$ cat src/rtl/frt_pkg.sv
// ----------------------------------------------------------------------------
// frt_pkg
// shared types, codes and constants of the fragment reassembly tracker
// ----------------------------------------------------------------------------
package frt_pkg;

  localparam int unsigned SLOTS_DEF         = 16;
  localparam int unsigned MAX_FRAGMENTS_DEF = 64;

  localparam logic [31:0] BEST_START = 32'h7FFF_FFFE;
  localparam logic [31:0] NO_FRAME   = 32'hFFFF_FFFF;

  // request codes
  localparam logic [2:0] REQ_FRAGMENT = 3'd0;
  localparam logic [2:0] REQ_RETRIEVE = 3'd1;
  localparam logic [2:0] REQ_RELEASE  = 3'd2;
  localparam logic [2:0] REQ_NEXT     = 3'd3;
  localparam logic [2:0] REQ_CLEAR    = 3'd4;

  // status codes
  localparam logic [2:0] ST_OK         = 3'd0;
  localparam logic [2:0] ST_STALE      = 3'd1;
  localparam logic [2:0] ST_TOO_LONG   = 3'd2;
  localparam logic [2:0] ST_FRAG_RANGE = 3'd3;
  localparam logic [2:0] ST_NOT_FOUND  = 3'd4;
  localparam logic [2:0] ST_INCOMPLETE = 3'd5;
  localparam logic [2:0] ST_NONE_AVAIL = 3'd6;

  // register indexes
  localparam logic [1:0] REG_FRAGS   = 2'd0;
  localparam logic [1:0] REG_PAYLOAD = 2'd1;
  localparam logic [1:0] REG_HEADER  = 2'd2;
  localparam logic [1:0] REG_PACKET  = 2'd3;

  typedef struct packed {
    logic [2:0]  req_type;
    logic [31:0] frame_count;
    logic [15:0] frag_idx;
    logic [15:0] received_length;
    logic [31:0] arrival_time;
  } req_t;

  typedef struct packed {
    logic [2:0]  status;
    logic [3:0]  slot_index;
    logic [19:0] write_offset;
    logic [15:0] write_length;
    logic        frame_complete;
    logic        evicted;
    logic [31:0] frame_count_out;
    logic [31:0] arrival_time_out;
  } rsp_t;

  typedef struct packed {
    logic [6:0]  frags;
    logic [15:0] payload;
    logic [7:0]  header;
    logic [19:0] packet;
  } cfg_t;

endpackage

$ cat src/rtl/frt_regs.sv
// ----------------------------------------------------------------------------
// frt_regs
// configuration registers behind an apb-style port
// ----------------------------------------------------------------------------
module frt_regs
  import frt_pkg::*;
(
  input  logic        clk,
  input  logic        rst_n,
  input  logic        cfg_psel,
  input  logic        cfg_penable,
  input  logic        cfg_pwrite,
  input  logic [3:0]  cfg_paddr,
  input  logic [31:0] cfg_pwdata,
  output logic [31:0] cfg_prdata,
  output logic        cfg_pready,
  output cfg_t        cfg
);

  cfg_t       cfg_r;
  logic [1:0] ridx;
  assign ridx       = cfg_paddr[3:2];
  assign cfg        = cfg_r;
  assign cfg_pready = 1'b1;

  // register write on access phase
  always_ff @(posedge clk) begin
    if (!rst_n) begin
      cfg_r.frags   <= 7'd1;
      cfg_r.payload <= 16'd1436;
      cfg_r.header  <= 8'd64;
      cfg_r.packet  <= 20'd64;
    end else if (cfg_psel && cfg_penable && cfg_pwrite) begin
      unique case (ridx)
        REG_FRAGS:   cfg_r.frags   <= cfg_pwdata[6:0];
        REG_PAYLOAD: cfg_r.payload <= cfg_pwdata[15:0];
        REG_HEADER:  cfg_r.header  <= cfg_pwdata[7:0];
        REG_PACKET:  cfg_r.packet  <= cfg_pwdata[19:0];
        default: ;
      endcase
    end
  end

  // read mux
  always_comb begin
    unique case (ridx)
      REG_FRAGS:   cfg_prdata = 32'(cfg_r.frags);
      REG_PAYLOAD: cfg_prdata = 32'(cfg_r.payload);
      REG_HEADER:  cfg_prdata = 32'(cfg_r.header);
      REG_PACKET:  cfg_prdata = 32'(cfg_r.packet);
      default:     cfg_prdata = '0;
    endcase
  end

endmodule

$ cat config.mk
export PLATFORM = sky130hd
export DESIGN_NAME = frt_regs
export DESIGN_NICKNAME = d
export VERILOG_FILES = /design/src/rtl/frt_pkg.sv /design/src/rtl/frt_regs.sv
export SDC_FILE = /design/constraint.sdc
export NUM_CORES = 1
export LEC_CHECK = 0
export ABC_CLOCK_PERIOD_IN_PS = 2540
export BUFFER_PORTS_ARGS = -buffer_cell sky130_fd_sc_hd__clkbuf_2
export CAP_MARGIN = 20
export CELL_PAD_IN_SITES_DETAIL_PLACEMENT = 1
export CELL_PAD_IN_SITES_GLOBAL_PLACEMENT = 2
export CORE_ASPECT_RATIO = 0.6
export CORE_MARGIN = 3
export CORE_UTILIZATION = 28
export DETAILED_ROUTE_END_ITERATION = 8
export MAX_ROUTING_LAYER = met4
export PLACE_DENSITY = 0.9
export SLEW_MARGIN = 30
export SYNTH_ARGS = -nofsm -noshare
export SYNTH_HDL_FRONTEND = slang
export SYNTH_SLANG_ARGS = --single-unit
$ cat constraint.sdc
create_clock -name clk -period 2.54 [get_ports clk]
set_input_delay 0.508 -clock clk [delete_from_list [all_inputs] [get_ports clk]]
set_output_delay 0.508 -clock clk [all_outputs]
set_load 0.005 [all_outputs]
# Word-level counts from Yosys, hierarchy flattened
# Cells that the tools add are included.
# totals
input_bits	41
word_cells	15
out_inout_bits	84
rom_bits	0
latch_bits	0
ramBits	0
regBits	51
n_memories	0
# classes
n_div	0
bitwise	0
n_eq_ne	3
n_shift	0
add_sub_neg	0
mux	1
mul	0
order_cmp	0
n_reduce_logical	7
# ops
op	n
32-bit case mux with 4 select lines	1
2-bit AND reduction	4
2-bit equality test (second input constant)	2
2-bit by 1-bit equality test with 1-bit output (second input constant)	1
1-bit logical AND	2
2-bit zero test	1

# Longest topological paths before layout
# Gate-level depths: netlist of run 1.
# logic_depth
word_depth	3
mapped_depth	7

# Worst setup path before layout of run 1
# No wires, ideal clock.
# synth_path
path_kind	input to output
from	input cfg_paddr[3]
to	output cfg_prdata[0]
cell_stages	3
slack_ns	0.745
arrival_time_ns	1.287
path_buffers	2
path_cell_list	buf_6 buf_6 mux4_2
# synth_between
elab_chain_cells	2
elab_cells_between_ends	5
cone_classes	eq/ne: 3; mux: 1; reduce/logical: 1
# synth_rtl
element	line	text
start: declaration	frt_regs.sv:13	input logic [3:0] cfg_paddr,
2-bit equality test, or another cell as far along	frt_regs.sv:46	unique case (ridx)
32-bit case mux with 4 select lines *	frt_regs.sv:46	
end: declaration	frt_regs.sv:15	output logic [31:0] cfg_prdata,
# Every way passes the cells marked *; elsewhere a longest branch is shown, timed or not. The select of a mux whose other input is x is not followed.

# Worst setup path in the final report of run 1
# layout_path
from	input cfg_paddr[3]
to	output cfg_prdata[4]
# Same word-level chain as after synthesis.

==> summary.txt, run 1 <==
Setup path
  • R2R cell count: 2
  • Crit path largest cell delay: 510 ps
  • Crit path launch type: input port
  • R2R Path Start: cfg[36]
  • Buf/Inv on CP: 3
  • Critical path arrival: between 1500 and 2000 ps
  • Crit path required time: 2030 ps
  • Crit end category: primary output
  • Most used cell along the critical path: clkbuf_2
  • CP max FO: 14
  • Kind of critical path: in2out
  • CP Cell Sequence: clkbuf_2 > buf_12 > mux4_2 > clkbuf_2
  • Slowest cell on the critical path: mux4_2
  • R2R Setup Slk: 1860 ps
  • Reg2reg end: cfg[36]
  • CP top delay family: buffers and inverters

Clock network
  • Hold buffer count at cts: 0
  • Post-CTS setup buffers: 0
  • Clk pin slew, worst setup/hold paths: about 70 ps
  • Clk Latency, worst-skew pair: 280 ps
  • Buffer depth of the longest clock path: 2
  • Clock sink count: 51
  • CTS root buf: clkbuf_16
  • CTS tree: built
  • TritonCTS Buffers: 5
  • Post-CTS Resized: 0
  • H-tree Lvls: 2

Yosys
  • FF+latch count, synth: 51
  • Yosys warnings: 0
  • Dominant cell type by area after synthesis: dfxtp_1
  • Synth top area cells: dfxtp_1 (41%), mux2i_1 (21%), nand2_1 (9.3%)
  • Main combinational cell family by area after synthesis: multiplexers
  • Yosys top cell area share: roughly two fifths
  • Post-synthesis cell area: roughly 0.0025 mm^2
  • Fraction of the mapped netlist area in simple logic gates: 17.6%
  • Synth Area in XOR/XNOR: 0%
  • Synth unique cells: 21
  • Seq/Total Area, Yosys: 41.0%
  • Mean Syn Cell Area: 9.81 um^2
  • Post-Synth Adder-Cell Area: 0%
  • Cell count after synthesis: 254
  • Fraction of synthesized area in multiplexers: 28.1%
  • Synth Area in Compound Gates: 2.16%

Worst hold path
  • WHS Path Cells: 3
  • Hold path startpoint: cfg_pwdata[16]
  • Hold EP: cfg[16]
  • Hold Path Class: in2reg

Cells and area
  • Max reg flops: 51
  • Nets: 384
  • Area Overhead vs Synth: 26.9%
  • Commonest non-fill, non-tap cells in the layout: clkbuf_2 (97), nand2_1 (62), mux2i_1 (53)
  • N_diodes: 0
  • # fillers: about 990
  • Share of layout cells above drive strength 1: between 30% and 40%
  • Register area: between 0.001 and 0.0015 mm^2
  • Commonest non-fill, non-tap cell in the layout: clkbuf_2
  • Multi-input gate area: 0.00124 mm^2
  • Post-Route Utilization: 38.3%

Die
  • I/O pin cnt: 125
  • Starting density of the core: 30.2%
  • Core area: 0.00826 mm^2
  • # rows: 25
  • Die height: 79.1 um
  • Die Area: approximately 0.010 mm^2
  • Die W: between 100 and 150 um

Detailed routing
  • # DRC: 0
  • Avg Vias per Cell: ~4.6
  • Post-Route WL: between 7000 and 8000 um
  • DR pass1 iterations: 4
  • Final ANT Viol Nets: 0
  • DR iter-0 viols: 86
  • Avg WL per Cell: 16.0 um
  • Vias: 2067

GRT
  • GRT Resource Usage Total: between 10 and 15%
  • Initial antenna violation count: 0
  • Number of global-route vias before repair: roughly 2200
  • Largest net degree at the start of global routing: 41
  • First-pass GRT wire length: 11700 um
  • Gr ovfl total: 0

Placement
  • HPWL after DPL: ~5700 um
  • Port Buffers: 97
  • Final RePlAce weighted congestion: ~0.75

Timing
  • Total Neg Setup Slack: 0 ps
  • Pins Over Slew Limit: 0
  • Period Utilization, post-route: 81.4%
  • Crit path time final: around 2100 ps
  • Hold Vio Cnt, Final: 0
  • Fmax: between 0.4 and 0.5 GHz
  • Least-Margin Pin Slew: 533 ps
  • Slew margin rel.: 64.3%
  • Clk_skew: 0 ps
  • RSZ-0062 raised after global routing: false
  • Finish-stage setup viols: 0

Power
  • Power share of the combinational group: 9.2%
  • Switching Share: 23.1%
  • Leak: 0.00145 uW
  • Psw: 406 uW
  • Internal power: around 1400 uW
  • Clock power frac: approximately 44%
  • PwrDens: between 500 and 600 mW/mm^2
  • Worst VDD drop: 244 uV
  • Seq pwr share: between 40% and 50%

Flow run
  • Max-cap violation count: 0

Run status
  • Run status: finished clean
## per-stage QoR
stage / power (uW) / area, um^2 / std cells / setup slack [ps] / hold slack [ps]
6_report: 1760 / 3160 / 452 / 472 / 445
2_1_floorplan: 951 / 2530 / 265 / 745 / 460
3_5_place_dp: 1000 / 2990 / 444 / 457 / 468
4_1_cts: 1780 / 3160 / 452 / 457 / 442
3_3_place_gp: 996 / 2990 / 444 / 470 / 454
5_1_grt: 1840 / 3160 / 452 / 416 / 441
## logic make-up after synthesis
group           Yosys count
compound gates            7
buf+inv                  40
flops                    51
mux                      61
other cells               2
simple gates             93
## Yosys cell counts (all sizes together)
library cell / instances
nor2b: 14
buf: 25
nor3b: 1
clkbuf: 9
nor3: 1
and2: 1
dfxtp: 51
o211ai: 6
mux2i: 53
and3: 6
nand2: 62
mux2: 1
inv: 6
a22o: 1
conb: 2
mux4: 7
nand3b: 1
nand3: 7
## worst register-to-register path: stages (launching register included)
cell and delay [ps]:
dfxtp_1 380, inv_1 60, o211ai_1 170
## routing by layer
metal	track usage [%]	vias to the layer above	share of wire, %
met1	20.4	1004	48
li1	-	1001	-
met5	-	-	0
met2	23.1	60	45
met4	1.91	0	0.11
met3	3.56	2	6.1
## worst max path at each step
stage | slack, ps | from | end | depth (start not counted)
2_1_floorplan | 750 | cfg_paddr[3] | cfg_prdata[0] | 3
3_3_place_gp | 470 | cfg_paddr[3] | cfg_prdata[4] | 4
3_5_place_dp | 460 | cfg_paddr[3] | cfg_prdata[6] | 4
4_1_cts | 460 | cfg_paddr[3] | cfg_prdata[6] | 4
5_1_grt | 420 | cfg_paddr[3] | cfg_prdata[4] | 4
6_report | 470 | cfg_paddr[3] | cfg_prdata[4] | 4
## final cells by class
type | instances | area share, %
Tap cell | 108 | 4.27
Multi-Input combinational cell | 174 | 39.3
Sequential cell | 51 | 32.3
Timing Repair Buffer | 105 | 18.0
Inverter | 6 | 0.712
Clock inverter | 3 | 1.46
Clock buffer | 5 | 3.96
## power groups by stage
stage               logic [uW]  registers (uW)  clock network [uW]
finish                     162             820                 776
global route               179             821                 838
CTS                        164             820                 796
detailed placement         163             838                   0
global placement           158             838                   0
floorplan                  114             837                   0
Power figures use the tool's default switching activity.
==> run 2: changes to the inputs <==
Settings changed: ABC_CLOCK_PERIOD_IN_PS 2540 to 2100, CORE_UTILIZATION 28 to 26, PLACE_DENSITY 0.9 to 0.85.
Clock period 2.54 ns to 2.1 ns, I/O delays scaled along.
==> summary.txt, run 2 (same netlist as run 1, synthesis figures left out) <==
Run status
  • Run status: finished clean (unchanged)

Timing
  • Period Utilization, post-route: about 90%
  • RSZ-0062 raised after global routing: false (unchanged)
  • Setup WS post-layout: 163 ps (was 472 ps)
  • Finish-stage setup viols: 0 (unchanged)
  • Hold slack final: 361 ps (was 445 ps)
  • Clk_skew: 0 ps (unchanged)
  • Crit path time final: 1940 ps
  • Total Neg Setup Slack: 0 ps (unchanged)
  • Fmax: 0.516 GHz
  • Hold Vio Cnt, Final: 0 (unchanged)
  • Pins Over Slew Limit: 0 (unchanged)

Die
  • Die height: 81.8 um (was 79.1 um)
  • I/O pin cnt: 125 (unchanged)
  • Core area: 0.00891 mm^2 (was 0.00826 mm^2)
  • Die Area: 0.0108 mm^2 (was 0.0101 mm^2)
  • Starting density of the core: 27.9% (was 30.2%)
  • # rows: 26 (was 25)
  • Die W: 132 um (was 128 um)

Detailed routing
  • # DRC: 0 (unchanged)
  • DR iter-0 viols: 106 (was 86)
  • DR pass1 iterations: 4 (unchanged)
  • Avg WL per Cell: 15.7 um (was 16.0 um)
  • Avg Vias per Cell: 4.45 (was 4.57)
  • Final ANT Viol Nets: 0 (unchanged)
  • Post-Route WL: 7390 um (was 7230 um)
  • Vias: 2100 (was 2067)

Cells and area
  • Max reg flops: 51 (unchanged)
  • Fin cells: 472 (was 452)
  • Nets: 386 (was 384)
  • N_diodes: 0 (unchanged)
  • Share of layout cells above drive strength 1: 36.4% (was 36.3%)
  • Commonest non-fill, non-tap cell in the layout: clkbuf_2 (unchanged)
  • Commonest non-fill, non-tap cells in the layout: clkbuf_2 (97), nand2_1 (62), mux2i_1 (53) (unchanged)
  • Area Overhead vs Synth: 27.8% (was 26.9%)

Placement
  • Final RePlAce weighted congestion: 0.776 (was 0.747)
  • Place WS: 161 ps (was 457 ps)
  • Inst Count DP: 464 (was 444)
  • Port Buffers: 97 (unchanged)
  • HPWL after DPL: 5770 um (was 5710 um)

Worst hold path
  • Hold Path Class: in2reg (unchanged)
  • WHS Path Cells: 3 (unchanged)

Clock network
  • Clock sink count: 51 (unchanged)
  • Post-CTS Resized: 0 (unchanged)
  • Post-CTS setup buffers: 0 (unchanged)
  • Clk pin slew, worst setup/hold paths: 60 ps (was 70 ps)
  • H-tree Lvls: 2 (unchanged)
  • Buffer depth of the longest clock path: 2 (unchanged)
  • CTS root buf: clkbuf_16 (unchanged)
  • CTS tree: built (unchanged)
  • Hold buffer count at cts: 0 (unchanged)
  • TritonCTS Buffers: 5 (unchanged)
  • Clk Latency, worst-skew pair: 280 ps (about the same)

Setup path
  • Crit path launch type: input port (unchanged)
  • Crit path required time: 1680 ps (was 2030 ps)
  • Kind of critical path: in2out (unchanged)
  • CP max FO: 10 (was 14)
  • Crit end category: primary output (unchanged)
  • CP Cell Sequence: clkbuf_2 > mux4_2 > clkbuf_2 (was clkbuf_2 > buf_12 > mux4_2 > clkbuf_2)
  • R2R cell count: 2 (unchanged)
  • Crit path largest cell delay: 580 ps (was 510 ps)
  • Most used cell along the critical path: clkbuf_2 (unchanged)
  • Slowest cell on the critical path: mux4_2 (unchanged)
  • Critical path arrival: 1520 ps (was 1560 ps)

GRT
  • Gr ovfl total: 0 (unchanged)
  • First-pass GRT wire length: 11600 um (was 11700 um)
  • Number of global-route vias before repair: 2142 (was 2170)
  • GRT Resource Usage Total: 14.0% (was 14.9%)
  • Largest net degree at the start of global routing: 62 (was 41)
  • Initial antenna violation count: 0 (unchanged)

Power
  • Leak: 0.00146 uW (was 0.00145 uW)
  • Worst VDD drop: 280 uV (was 244 uV)
  • PwrDens: 639 mW/mm^2 (was 556 mW/mm^2)

Flow run
  • Max-cap violation count: 0 (unchanged)
==> run 2: changes by cell type in the layout (fill, tap and decap cells not counted) <==
cell | before | now
clkbuf_1 | 0 | 1
bufinv_16 | 1 | 0
clkinvlp_4 | 1 | 0
buf_4 | 6 | 8
inv_6 | 1 | 0
clkbuf_8 | 0 | 2
==> run 2: per-layer routing <==
| metal | GRT usage [%] | wire [um] |
|---|---|---|
| met2 | 21.3 | 3090 |
| met1 | 18.7 | 3860 |
| met3 | 4.10 | 398 |
| met5 | - | 0 |
| met4 | 2.80 | 36 |
==> run 2: final timing paths <==
path / start / endpoint / slack (ps)
worst max-delay path: cfg_paddr[3] / cfg_prdata[4] / 160
worst min-delay path: cfg_pwdata[17] / cfg[17] / 360
worst max register to register: cfg[31] / cfg[31] / 1400
worst min register to register: cfg[34] / cfg[34] / 480
==> run 2: layout make-up <==
cell class | instances | area, um^2
tap | 126 | 158
inverter | 6 | 22.5
sequential | 51 | 1020
clock buffer | 8 | 156
fill | 1088 | 5730
timing repair buffer | 107 | 586
multi-input combinational | 174 | 1240
==> run 2: where the power goes <==
group	internal, uW	switching [uW]
clock network	508	339
registers	981	11.9
logic	88.5	109
==> run 2: worst max-delay path, delay by kind of cell <==
family / cells / cell delay, ps
multiplexers: 1 / 580
buffers and inverters: 2 / 510
==> run 2: through the flow <==
stage          utilization (%)  instance area [um^2]  power (uW)
3_3_place_gp              34.0                  3030        1210
6_report                  35.7                  3180        2040
2_1_floorplan                -                  2530        1150
3_5_place_dp              34.0                  3030        1210
5_1_grt                   35.7                  3180        2130
4_1_cts                   35.7                  3180        2070
