[src/rtl/frt_pkg.sv]
// ----------------------------------------------------------------------------
// frt_pkg
// shared types, codes and constants of the fragment reassembly tracker
// ----------------------------------------------------------------------------
package frt_pkg;

  localparam int unsigned SLOTS_DEF         = 16;
  localparam int unsigned MAX_FRAGMENTS_DEF = 64;

  localparam logic [31:0] BEST_START = 32'h7FFF_FFFE;
  localparam logic [31:0] NO_FRAME   = 32'hFFFF_FFFF;

  // request codes
  localparam logic [2:0] REQ_FRAGMENT = 3'd0;
  localparam logic [2:0] REQ_RETRIEVE = 3'd1;
  localparam logic [2:0] REQ_RELEASE  = 3'd2;
  localparam logic [2:0] REQ_NEXT     = 3'd3;
  localparam logic [2:0] REQ_CLEAR    = 3'd4;

  // status codes
  localparam logic [2:0] ST_OK         = 3'd0;
  localparam logic [2:0] ST_STALE      = 3'd1;
  localparam logic [2:0] ST_TOO_LONG   = 3'd2;
  localparam logic [2:0] ST_FRAG_RANGE = 3'd3;
  localparam logic [2:0] ST_NOT_FOUND  = 3'd4;
  localparam logic [2:0] ST_INCOMPLETE = 3'd5;
  localparam logic [2:0] ST_NONE_AVAIL = 3'd6;

  // register indexes
  localparam logic [1:0] REG_FRAGS   = 2'd0;
  localparam logic [1:0] REG_PAYLOAD = 2'd1;
  localparam logic [1:0] REG_HEADER  = 2'd2;
  localparam logic [1:0] REG_PACKET  = 2'd3;

  typedef struct packed {
    logic [2:0]  req_type;
    logic [31:0] frame_count;
    logic [15:0] frag_idx;
    logic [15:0] received_length;
    logic [31:0] arrival_time;
  } req_t;

  typedef struct packed {
    logic [2:0]  status;
    logic [3:0]  slot_index;
    logic [19:0] write_offset;
    logic [15:0] write_length;
    logic        frame_complete;
    logic        evicted;
    logic [31:0] frame_count_out;
    logic [31:0] arrival_time_out;
  } rsp_t;

  typedef struct packed {
    logic [6:0]  frags;
    logic [15:0] payload;
    logic [7:0]  header;
    logic [19:0] packet;
  } cfg_t;

endpackage

[src/rtl/frt_if.sv]
// ----------------------------------------------------------------------------
// frt_req_if / frt_rsp_if
// valid/ready channels carrying requests and results
// ----------------------------------------------------------------------------
interface frt_req_if;
  import frt_pkg::*;
  logic valid;
  logic ready;
  req_t data;
  modport source (output valid, output data, input ready);
  modport sink (input valid, input data, output ready);
endinterface


[src/rtl/frt_front.sv]
// ----------------------------------------------------------------------------
// frt_front
// accepts requests and queues them for the table engine
// ----------------------------------------------------------------------------
module frt_front
  import frt_pkg::*;
(
  input  logic clk,
  input  logic rst_n,
  frt_req_if.sink in_ch,
  output logic q_valid,
  output req_t q_data,
  input  logic q_pop
);

  // two-entry queue
  req_t       buf_r [2];
  logic       rd_ptr_r, wr_ptr_r;
  logic [1:0] cnt_r;

  assign in_ch.ready = (cnt_r != 2'd2);
  assign q_valid     = (cnt_r != 2'd0);
  assign q_data      = buf_r[rd_ptr_r];

  // queue pointers
  always_ff @(posedge clk) begin
    if (!rst_n) begin
      rd_ptr_r <= 1'b0;
      wr_ptr_r <= 1'b0;
      cnt_r    <= 2'd0;
    end else begin
      if (in_ch.valid && in_ch.ready) wr_ptr_r <= ~wr_ptr_r;
      if (q_pop && q_valid) rd_ptr_r <= ~rd_ptr_r;
      cnt_r <= cnt_r + 2'(in_ch.valid && in_ch.ready) - 2'(q_pop && q_valid);
    end
  end

  // queue storage
  always_ff @(posedge clk) begin
    if (in_ch.valid && in_ch.ready) buf_r[wr_ptr_r] <= in_ch.data;
  end

endmodule

[src/flat_wrapper.sv]
// flat-port wrapper written by rule: the top's interface ports become plain ports
module frt_front_flat import frt_pkg::*;
  (clk, rst_n, q_valid, q_data, q_pop, in_ch_valid, in_ch_data, in_ch_ready);
  frt_req_if in_ch_i ();
  input  logic clk;
  input  logic rst_n;
  output logic q_valid;
  output req_t q_data;
  input  logic q_pop;
  input wire logic [$bits(in_ch_i.valid)-1:0] in_ch_valid;
  input wire logic [$bits(in_ch_i.data)-1:0] in_ch_data;
  output wire logic [$bits(in_ch_i.ready)-1:0] in_ch_ready;
  assign in_ch_i.valid = in_ch_valid;
  assign in_ch_i.data = in_ch_data;
  assign in_ch_ready = in_ch_i.ready;
  frt_front u_core (.clk(clk), .rst_n(rst_n), .in_ch(in_ch_i), .q_valid(q_valid), .q_data(q_data), .q_pop(q_pop));
endmodule
[config.mk]
export PLATFORM = sky130hd
export DESIGN_NAME = frt_front_flat
export DESIGN_NICKNAME = d
export VERILOG_FILES = /design/src/rtl/frt_pkg.sv /design/src/rtl/frt_if.sv /design/src/rtl/frt_front.sv /design/src/flat_wrapper.sv
export SDC_FILE = /design/constraint.sdc
export NUM_CORES = 1
export LEC_CHECK = 0
export ABC_AREA = 1
export BUFFER_PORTS_ARGS = -buffer_cell sky130_fd_sc_hd__buf_2
export CORE_MARGIN = 1
export CORE_UTILIZATION = 52
export CTS_CLUSTER_DIAMETER = 150
export DETAILED_ROUTE_END_ITERATION = 10
export PLACE_DENSITY = 0.86
export SETUP_SLACK_MARGIN = 0.2
export SYNTH_ARGS = -nofsm -noshare
export SYNTH_HDL_FRONTEND = slang
export SYNTH_SLANG_ARGS = --single-unit
[constraint.sdc]
create_clock -name clk -period 5.76 [get_ports clk]
set_input_delay 0.576 -clock clk [delete_from_list [all_inputs] [get_ports clk]]
set_output_delay 0.576 -clock clk [all_outputs]
set_load 0.1 [all_outputs]
## Word level (Yosys, flattened, before mapping)

Memories as Yosys holds them, arrays and structs flattened. A register that Yosys moved wholly into a read port is not among the register bits.
Cells that the tools add are included.
Widths: inputs -> output; s select.

- Output and inout bits: 101
- Memories kept: 1
- Register bits: 4
- Memory bits (writable): 198

- Multiplexer cells: 4
- Reductions and logical operators: 3
- Equality and inequality tests: 1
- Bitwise gates (word level): 2
- Add/sub/neg operators: 2

Memories:

| name | depth | bits a word | rd ports | clocked after Yosys merged registers in | write ports | RTL line | text |
|---|---|---|---|---|---|---|---|
| u_core.buf_r | 2 | 99 | 1 | 1 | 1 | frt_front.sv:17 | `req_t buf_r [2];` |

Operators by type and width:

| operator | number |
|---|---|
| $mux 1 | 4 |
| $add 2x1->2 | 1 |
| $logic_and 1x1->1 | 2 |
| $ne 2x2->1 const B | 1 |
| $not 1->1 | 2 |
| $reduce_bool 2->1 | 1 |
| $sub 2x1->2 | 1 |

## Longest topological paths before layout

Gate-level depths: netlist (run 1).

- Word-level depth: 4
- Mapped depth: 10
- Depth with buffers taken out: 10

## Worst setup path before layout (run 1)

OpenSTA, ideal clock, no wires.

- Kind: reg2reg
- Start point: register u_core.cnt_r[0]
- End point: memory u_core.buf_r[0][0] in the netlist's numbering (enable)
- Cell stages (with the launch flop): 5
- Data required time: 5.202 ns
- Path slack: -0.179 ns
- Setup time: 0.558 ns
- Arrival time: 5.381 ns
- Cells stage by stage: dfxtp_1 inv_1 nand2_1 nand2_1 nor2_1

- Longest elaborated chain between the ends: 4

RTL lines:

| what | RTL line | text |
|---|---|---|
| from (decl) | frt_front.sv:19 | `logic [1:0] cnt_r;` |
| from (signal assigned) | frt_front.sv:34 | `cnt_r <= cnt_r + 2'(in_ch.valid && in_ch.ready) - 2'(q_pop && q_valid);` |
| $ne 2x2->1 | frt_front.sv:21 | `assign in_ch.ready = (cnt_r != 2'd2);` |
| named net in_ch_ready | flat_wrapper.sv:12 | `output wire logic [$bits(in_ch_i.ready)-1:0] in_ch_ready;` |
| $logic_and 1x1->1 | frt_front.sv:40 | `if (in_ch.valid && in_ch.ready) buf_r[wr_ptr_r] <= in_ch.data;` |
| $mux 1 | frt_front.sv:40 |  |
| $mux 1 (implied by the code) | frt_front.sv:40 |  |
| to (decl) | frt_front.sv:17 |  |

The timed path passes the listed nets, and every way through them passes these cells.

==> impl_metrics.yaml, run 1 <==
timing:
  worst_pin_slew_ns: 0.7500
  slew_headroom_pct: 50.00
  fmax_mhz: 304.5
  setup_viol: 0
  drv_slew: 0
  hold_violations: 0
  finalSetupTns_ns: 0
  rsz0062_at_grt: "false"
  clock_skew_ns: 0.007486
  min_period_ns: 3.284
  period_share_pct: 57.01
worst_setup_path:
  crit_fanout: 51
  max_stage_delay_ns: 0.77
  worst_path_max_delay_cell: "dfxtp_4"
  worstPathRequired_ns: 5.18
  cp_data_arrival_time_ns: 2.71
  rr_worst_depth: 5
  crit_path_start_kind: "register"
  end_kind: "output port"
  r2r_setup_slack_ns: 3.48
  crit_type: "register to output port"
  crit_chain: "buf_4 > mux2_2 > buf_2"
yosys:
  ys_seq_area_share_pct: 81.48
  yosysWarnings: 0
  synth_top_area_share_pct: 80.13
  synthDistinctLibCells: 12
  synth.area.top_cells: "edfxtp_1 (80%), mux2_2 (14%), mux2_4 (2.0%)"
  syn_area_mm2: 0.007420
  syn_nets: 451
  synth-simple-area-share_pct: 1.062
  synth_compound_area_share_pct: 0.1349
  syn-mean-instance-area_um2: 21.44
  synthXorXnorAreaFrac_pct: 0
  synth_top_family_by_area: "multiplexers"
  synth_top_area_cell: "edfxtp_1"
  syn_inst: 346
  yosys.area_share.adder_pct: 0.3373
  synth_mux_area_share_pct: 15.53
  synth-seq-cells: 203
place:
  dpl.hpwl_um: 8736
  port_buffers: 203
  gp_congestion: 0.7061
route:
  routed_wl_um: 13260
  firstDrtPassIters: 4
  wl_per_cell_um: 17.52
  drt_iter0_markers: 249
  ant_nets: 0
  drc: 0
  vias: 3860
  viasPerCell: 5.099
global_routing:
  antenna_found_initial: 1
  grt_pass1_vias: 4066
  overflow: 0
  grt_max_degree: 57
  grt_pass1_wl_um: 20220
  grt.total_usage_pct: 17.94
floorplanning:
  start_util_pct: 53.45
  die_y_um: 121.5
  core_mm2: 0.01388
  die_width_um: 121.5
  dieArea_mm2: 0.01475
  row_count: 43
  io_pins: 204
run:
  max_cap_viol_count: 0
final_layout:
  num-fill-cells: 922
  area_growth_pct: 26.14
  antenna_cells: 0
  drive_gt1_share_pct: 58.75
  register_area_mm2: 0.006050
  nNetsFinal: 669
  multi_input_area_mm2: 0.001274
cts:
  cts_sinks: 203
  cts_root_buf: "clkbuf_16"
  clkTransAtPathRegs_ns: 0.06
  cts_made_buffers: 20
  holdBufCountCts: 0
  cts_buffer_depth: 3
  cts_setup_buffers: 0
  htreeDepth: 1
  tritoncts: "built"
  clk_latency_ns: 0.47
  cts.repair.resized: 0
status:
  status: "finished clean"
min_path:
  worstHoldPathType: "primary input to register"
  min_path_cells: 1
==> through the flow <==
| step | hold WS, ns | area [um2] | instances | worst slack (ns) | util, % |
|---|---|---|---|---|---|
| after floorplan | 0.4675 | 7422 | 346 | 1.467 | - |
| after global placement | 0.4873 | 8631 | 722 | 3.002 | 62.18 |
| after detailed placement | 0.5076 | 8631 | 722 | 2.969 | 62.18 |
| after CTS | 0.2705 | 9359 | 757 | 2.450 | 67.42 |
| after global routing | 0.2703 | 9359 | 757 | 2.347 | 67.42 |
| final | 0.2881 | 9359 | 757 | 2.476 | 67.42 |
==> logic make-up after synthesis <==
group,count (synthesis)
AOI/OAI and AO/OA,2
adders and majority gates,2
and+or+nand+nor,20
muxes,99
DFF,203
buffers and inverters,20
==> sequential cells by signal, indices dropped and copies added, names as in the netlist, named ones only <==
register         cells
u_core.wr_ptr_r      1
u_core.rd_ptr_r      1
u_core.buf_r       198
u_core.cnt_r         2
==> synthesized netlist by cell type, drive strengths merged <==
cell,n
dfxtp,5
nand2,9
nor2,8
buf,11
a21oi,2
mux2,99
nand3,3
edfxtp,198
inv,9
ha,2
==> worst max-delay path, delay by kind of cell (launching register included) <==
family                 cells  cell delay (ns)
buffers and inverters      2             1.11
DFF                        1             0.77
muxes                      1             0.29
==> worst paths after layout <==
path / startpoint / to
min reg2reg: u_core.rd_ptr_r / register
min: in_ch_data[36] / u_core.buf_r[1][36]
max: register / q_data[14]
max reg2reg: u_core.cnt_r[0] / u_core.buf_r[1][26]
==> layout make-up <==
class	count	share of cell area [%]
clock inverters	11	1.939
repair buffers	207	11.18
inverters	9	0.3877
flip-flops and latches	203	64.64
well taps	180	2.406
clock buffers	24	5.842
multi-input cells	123	13.61
==> placed cells by master, fill, tap and decap left out, types with 2 or more instances in the layout <==
master and instances:
buf_2 203, edfxtp_1 198, mux2_2 89, clkbuf_16 21
mux2_4 10, nand2_1 9, inv_1 8, nor2_1 7
bufinv_16 5, buf_4 4, dfxtp_1 4, nand3_1 3
clkinv_1 3, a21oi_1 2, ha_1 2, clkinvlp_4 2
clkbuf_1 2
==> metal layers <==
metal  GRT usage, %  routed length (um)  part of all wire (%)  up-vias
li1               -                   -                     -     1787
met1          20.63                5068                    38     1896
met2          32.00                6823                    51      152
met3          5.545                1119                   8.4       25
met4          5.170                 250                   1.9        0
met5              0                   0                     0        -
Power of run 1 is left out: the tool's default activity adds up to more than one toggle a clock period on the data nets, which glitch-free logic cannot reach.
==> inputs of run 2 (changes only) <==
==> constraint.sdc (replaced) <==
create_clock -name clk -period 3.45 [get_ports clk]
set_input_delay 0.345 -clock clk [delete_from_list [all_inputs] [get_ports clk]]
set_output_delay 0.345 -clock clk [all_outputs]
set_load 0.1 [all_outputs]
==> run 2 against run 1 <==
  * First-iteration DRC count fell by 7.2%
  * Non-clock buffer count rose by 2
  * Setup slack got worse by 1.7 ns
  * Die area did not move
  * Via count rose by 1.1%
  * Sequential share of layout area rose by 0.43 points
  * Register-to-register slack got worse by 2.2 ns
  * Sequential cell count did not move
  * Largest cell class unchanged
==> impl_metrics.yaml, run 2 (synthesized netlist as in run 1, its figures left out) <==
final_layout:
  final_common_cell: "buf_2"
  largest_register_ffs: 198
  nNetsFinal: 671
  area_growth_pct: 25.30
  largestRegisters: "u_core.buf_r: 198 flops, u_core.cnt_r: 2 flops"
  layout_common_cells: "buf_2 (203), edfxtp_1 (198), mux2_2 (89)"
  drive_gt1_share_pct: 58.65
  largest-register: "u_core.buf_r"
run:
  max_cap_viol_count: 0
timing:
  worst_pin_slew_ns: 0.8767
  rsz0062_at_grt: "false"
  drv_slew: 0
  min_period_ns: 2.664
  fmax_mhz: 375.4
  period_share_pct: 77.21
  setup_viol: 0
  hold_violations: 0
  slew_headroom_pct: 41.43
  finalSetupTns_ns: 0
  clock_skew_ns: 0.01571
floorplanning:
  die_y_um: 121.5
  start_util_pct: 53.45
  dieArea_mm2: 0.01475
  row_count: 43
  die_width_um: 121.5
  io_pins: 204
  core_mm2: 0.01388
cts:
  cts_buffer_depth: 3
  clkTransAtPathRegs_ns: 0.06
  cts_root_buf: "clkbuf_16"
  cts_setup_buffers: 0
  htreeDepth: 1
  cts.repair.resized: 0
  tritoncts: "built"
  clk_latency_ns: 0.48
  cts_sinks: 203
  holdBufCountCts: 0
  cts_made_buffers: 20
worst_setup_path:
  crit_type: "register to output port"
  rr_worst_depth: 5
  r2r-start: "u_core.cnt_r[0]"
  end_kind: "output port"
  cp_data_arrival_time_ns: 2.32
  endpoint: "q_data[24]"
  worstPathRequired_ns: 3.11
  r2r_setup_slack_ns: 1.25
  reg2reg_to: "u_core.buf_r[1][80]"
  crit_path_start_kind: "register"
  crit_fanout: 54
route:
  viasPerCell: 5.142
  wl_per_cell_um: 17.74
  vias: 3903
  routed_wl_um: 13470
  ant_nets: 0
  drc: 0
  firstDrtPassIters: 4
  drt_iter0_markers: 231
min_path:
  worstHoldPathType: "primary input to register"
global_routing:
  overflow: 0
  grt.total_usage_pct: 18.11
  grt_pass1_vias: 4150
  grt_pass1_wl_um: 20190
  grt_max_degree: 55
  antenna_found_initial: 1
place:
  gp_congestion: 0.7480
  dpl.hpwl_um: 8851
  port_buffers: 203
status:
  status: "finished clean"
==> run 2: cell count changes in the layout (fill, tap and decap cells not counted), moves of 2 or more <==
cell / change
clkbuf_8: +2
bufinv_16: -5
clkinv_2: +3
buf_12: +3
==> run 2: metal layers <==
layer / track usage [%] / share of wire, % / vias to the layer above
met1: 20.24 / 38 / 1923
met2: 32.71 / 52 / 161
met4: 6.019 / 2.0 / 0
li1: - / - / 1793
met5: 0 / 0 / -
met3: 5.404 / 7.9 / 26
==> run 2: how the worst min path moves through the flow <==
stage | to | slack, ns | cells after the start | from
6_report | u_core.buf_r[1][45] | 0.06 | 1 | in_ch_data[45]
5_1_grt | u_core.buf_r[0][14] | 0.03 | 1 | in_ch_data[14]
4_1_cts | u_core.buf_r[1][9] | 0.04 | 1 | in_ch_data[9]
3_5_place_dp | register | 0.52 | 2 | u_core.rd_ptr_r
3_3_place_gp | u_core.rd_ptr_r | 0.49 | 2 | u_core.rd_ptr_r
2_1_floorplan | u_core.cnt_r[0] | 0.44 | 2 | rst_n
==> run 2: per-stage QoR <==
step	hold WS, ns	utilization, %	cell area (um2)	cells	setup WS (ns)
CTS	0.03689	66.96	9294	758	0.7397
global placement	0.4905	62.57	8685	724	1.274
global route	0.03379	66.96	9294	758	0.6477
detailed placement	0.5194	62.57	8685	724	1.232
floorplan	0.4385	-	7431	346	0.2141
finish	0.05545	66.97	9296	759	0.7864
==> run 2: critical path, stage by stage, from the launching register on <==
cell	delay, ns
dfxtp_4	0.74
buf_12	0.38
mux2_2	0.39
buf_2	0.30
==> run 2: layout make-up <==
type                            instances  area [um2]
Sequential cell                       203        6050
Fill cell                             923        4584
Multi-Input combinational cell        123        1274
Timing Repair Buffer                  209        1099
Clock buffer                           27       578.1
Tap cell                              180       225.2
Inverter                                9       37.54
Clock inverter                          7       31.28
Antenna cell                            1       2.502
Power of run 2 is left out for the same reason.
==> inputs of run 3 (changes only) <==
==> constraint.sdc (replaced) <==
create_clock -name clk -period 2.7 [get_ports clk]
set_input_delay 0.27 -clock clk [delete_from_list [all_inputs] [get_ports clk]]
set_output_delay 0.27 -clock clk [all_outputs]
set_load 0.1 [all_outputs]
==> run 3 against run 2 <==
  * Critical path depth stayed put
  * Routed wire length grew 13%
  * Hold slack got worse by 0.039 ns
  * Final cell count increased by 12%
  * Sequential cell count is the same
  * Global-route usage rose by 2.0 points
  * Register-to-register slack worse by 0.28 ns
  * Core utilization increased by 7.2 points
  * Cell area is 11% higher
  * Clock skew shrank 0.0077 ns
  * Setup slack lost 0.50 ns
  * Sequential share of layout area shrank 6.3 points
  * Highest routed layer unchanged
==> impl_metrics.yaml, run 3 (synthesized netlist as in run 1, its figures left out) <==
final_layout:
  final_common_cell: "buf_2"
  layout_common_cells: "buf_2 (203), edfxtp_1 (198), dlygate4sd3_1 (97)"
  nNetsFinal: 766
  area_growth_pct: 38.77
  drive_gt1_share_pct: 51.11
  antenna_cells: 0
  largest_register_ffs: 198
  largestRegisters: "u_core.buf_r: 198 flops, u_core.cnt_r: 2 flops"
  largest-register: "u_core.buf_r"
  num-fill-cells: 788
power_and_ir_drop:
  power_mw: 12.26
  power.leakage_nw: 3.937
  power_density_mw_per_mm2: 1191
  ir_drop_uv: 1213
worst_setup_path:
  end_kind: "output port"
  reg2reg_to: "u_core.buf_r[1][71]"
  crit_chain: "buf_12 > mux2_2 > buf_2"
  cp_data_arrival_time_ns: 2.14
  max_stage_delay_ns: 0.47
  crit_type: "register to output port"
  endpoint: "q_data[2]"
  rr_worst_depth: 5
  worstPathRequired_ns: 2.43
  worst_path_max_delay_cell: "dfxtp_4"
  crit_fanout: 86
  r2r-start: "u_core.cnt_r[0]"
  crit_path_start_kind: "register"
  r2r_setup_slack_ns: 0.97
place:
  gp_congestion: 0.7378
  dpl.hpwl_um: 8672
  port_buffers: 203
  dp_slack_ns: 0.7768
timing:
  clock_skew_ns: 0.008005
  worst_pin_slew_ns: 0.7651
  period_share_pct: 89.38
  min_period_ns: 2.413
  slew_headroom_pct: 48.99
  setup_viol: 0
  drv_slew: 0
  rsz0062_at_grt: "false"
  finalSetupTns_ns: 0
  hold_violations: 0
  setup_slack_ns: 0.2867
  fmax_mhz: 414.4
route:
  viasPerCell: 5.019
  firstDrtPassIters: 4
  routed_wl_um: 15170
  drt_iter0_markers: 282
  wl_per_cell_um: 17.78
  ant_nets: 0
  drc: 0
  vias: 4281
global_routing:
  overflow: 0
  grt_max_degree: 100
  grt_pass1_wl_um: 22290
  antenna_found_initial: 0
  grt_pass1_vias: 4507
  grt.total_usage_pct: 20.12
floorplanning:
  io_pins: 204
  die_width_um: 121.5
  die_y_um: 121.5
  row_count: 43
  dieArea_mm2: 0.01475
  core_mm2: 0.01388
  start_util_pct: 53.45
cts:
  clk_latency_ns: 0.47
  cts_made_buffers: 20
  cts_buffer_depth: 3
  tritoncts: "built"
  cts_root_buf: "clkbuf_16"
  htreeDepth: 1
  clkTransAtPathRegs_ns: 0.06
  cts_sinks: 203
min_path:
  worstHoldPathType: "primary input to register"
run:
  max_cap_viol_count: 0
status:
  status: "finished clean"
[run 3: changes by cell type in the layout (fill, tap and decap cells not counted), sizes merged]
cell         previous run  this run
dlygate4sd3             0        97
clkbuf                 27        24
buf                   209       207
bufinv                  0         2
clkinvlp                1         2
diode                   1         0
[run 3: routing by layer]
metal / wire [um] / vias to the layer above / track usage (%)
met3: 1076 / 38 / 4.370
li1: - / 1986 / -
met2: 8111 / 201 / 37.68
met1: 5599 / 2056 / 22.46
met5: 0 / - / 0
met4: 378 / 0 / 6.559
[run 3: timing repair]
| item | CTS | global route |
|---|---|---|
| hold endpoints to repair | 190 | 3 |
| gates resized for setup | 0 | 0 |
| setup endpoints to repair | 0 | 0 |
| hold buffers | 95 | 2 |
| buffers inserted | 0 | 0 |
[run 3: how the worst min path moves through the flow]
stage               slack (ns)  depth (start not counted)           start             endpoint
floorplan                 0.36                          2           rst_n      u_core.cnt_r[0]
global placement          0.46                          1  in_ch_data[42]  u_core.buf_r[1][42]
detailed placement        0.46                          1  in_ch_data[22]  u_core.buf_r[0][22]
CTS                     0.0001                          1  in_ch_data[52]  u_core.buf_r[1][52]
global route             0.002                          1  in_ch_data[68]  u_core.buf_r[0][68]
finish                    0.02                          1  in_ch_data[68]  u_core.buf_r[0][68]
[run 3: final cells by class]
cell class | count | area [um2] | area share, %
Sequential cell | 203 | 6052 | 58.78
Timing Repair Buffer | 304 | 2042 | 19.83
Multi-Input combinational cell | 123 | 1303 | 12.65
Clock buffer | 24 | 536.8 | 5.213
Tap cell | 180 | 225.2 | 2.187
Clock inverter | 10 | 100.1 | 0.9722
Inverter | 9 | 37.54 | 0.3646
[run 3: through the flow]
step / utilization [%] / area [um2] / cells / hold slack, ns
2_1_floorplan: - / 7462 / 346 / 0.3634
3_3_place_gp: 62.59 / 8688 / 722 / 0.4576
6_report: 74.18 / 10300 / 853 / 0.01662
3_5_place_dp: 62.59 / 8688 / 722 / 0.4617
5_1_grt: 74.18 / 10300 / 853 / 0.001739
4_1_cts: 74.03 / 10280 / 851 / 0.0001087
[run 3: report_power, final]
part	total, mW	internal (mW)	switching, mW	leakage, nW
Sequential	4.19	4.04	0.152	1.89
Clock	2.66	1.60	1.06	0.313
Combinational	5.41	1.02	4.39	1.73
[run 3: critical path: cells and delay by family (launching register included)]
| family | cells | cell delay, ns |
|---|---|---|
| mux | 1 | 0.41 |
| buf+inv | 2 | 0.69 |
| flops | 1 | 0.47 |
(Power assumes the default switching activity.)
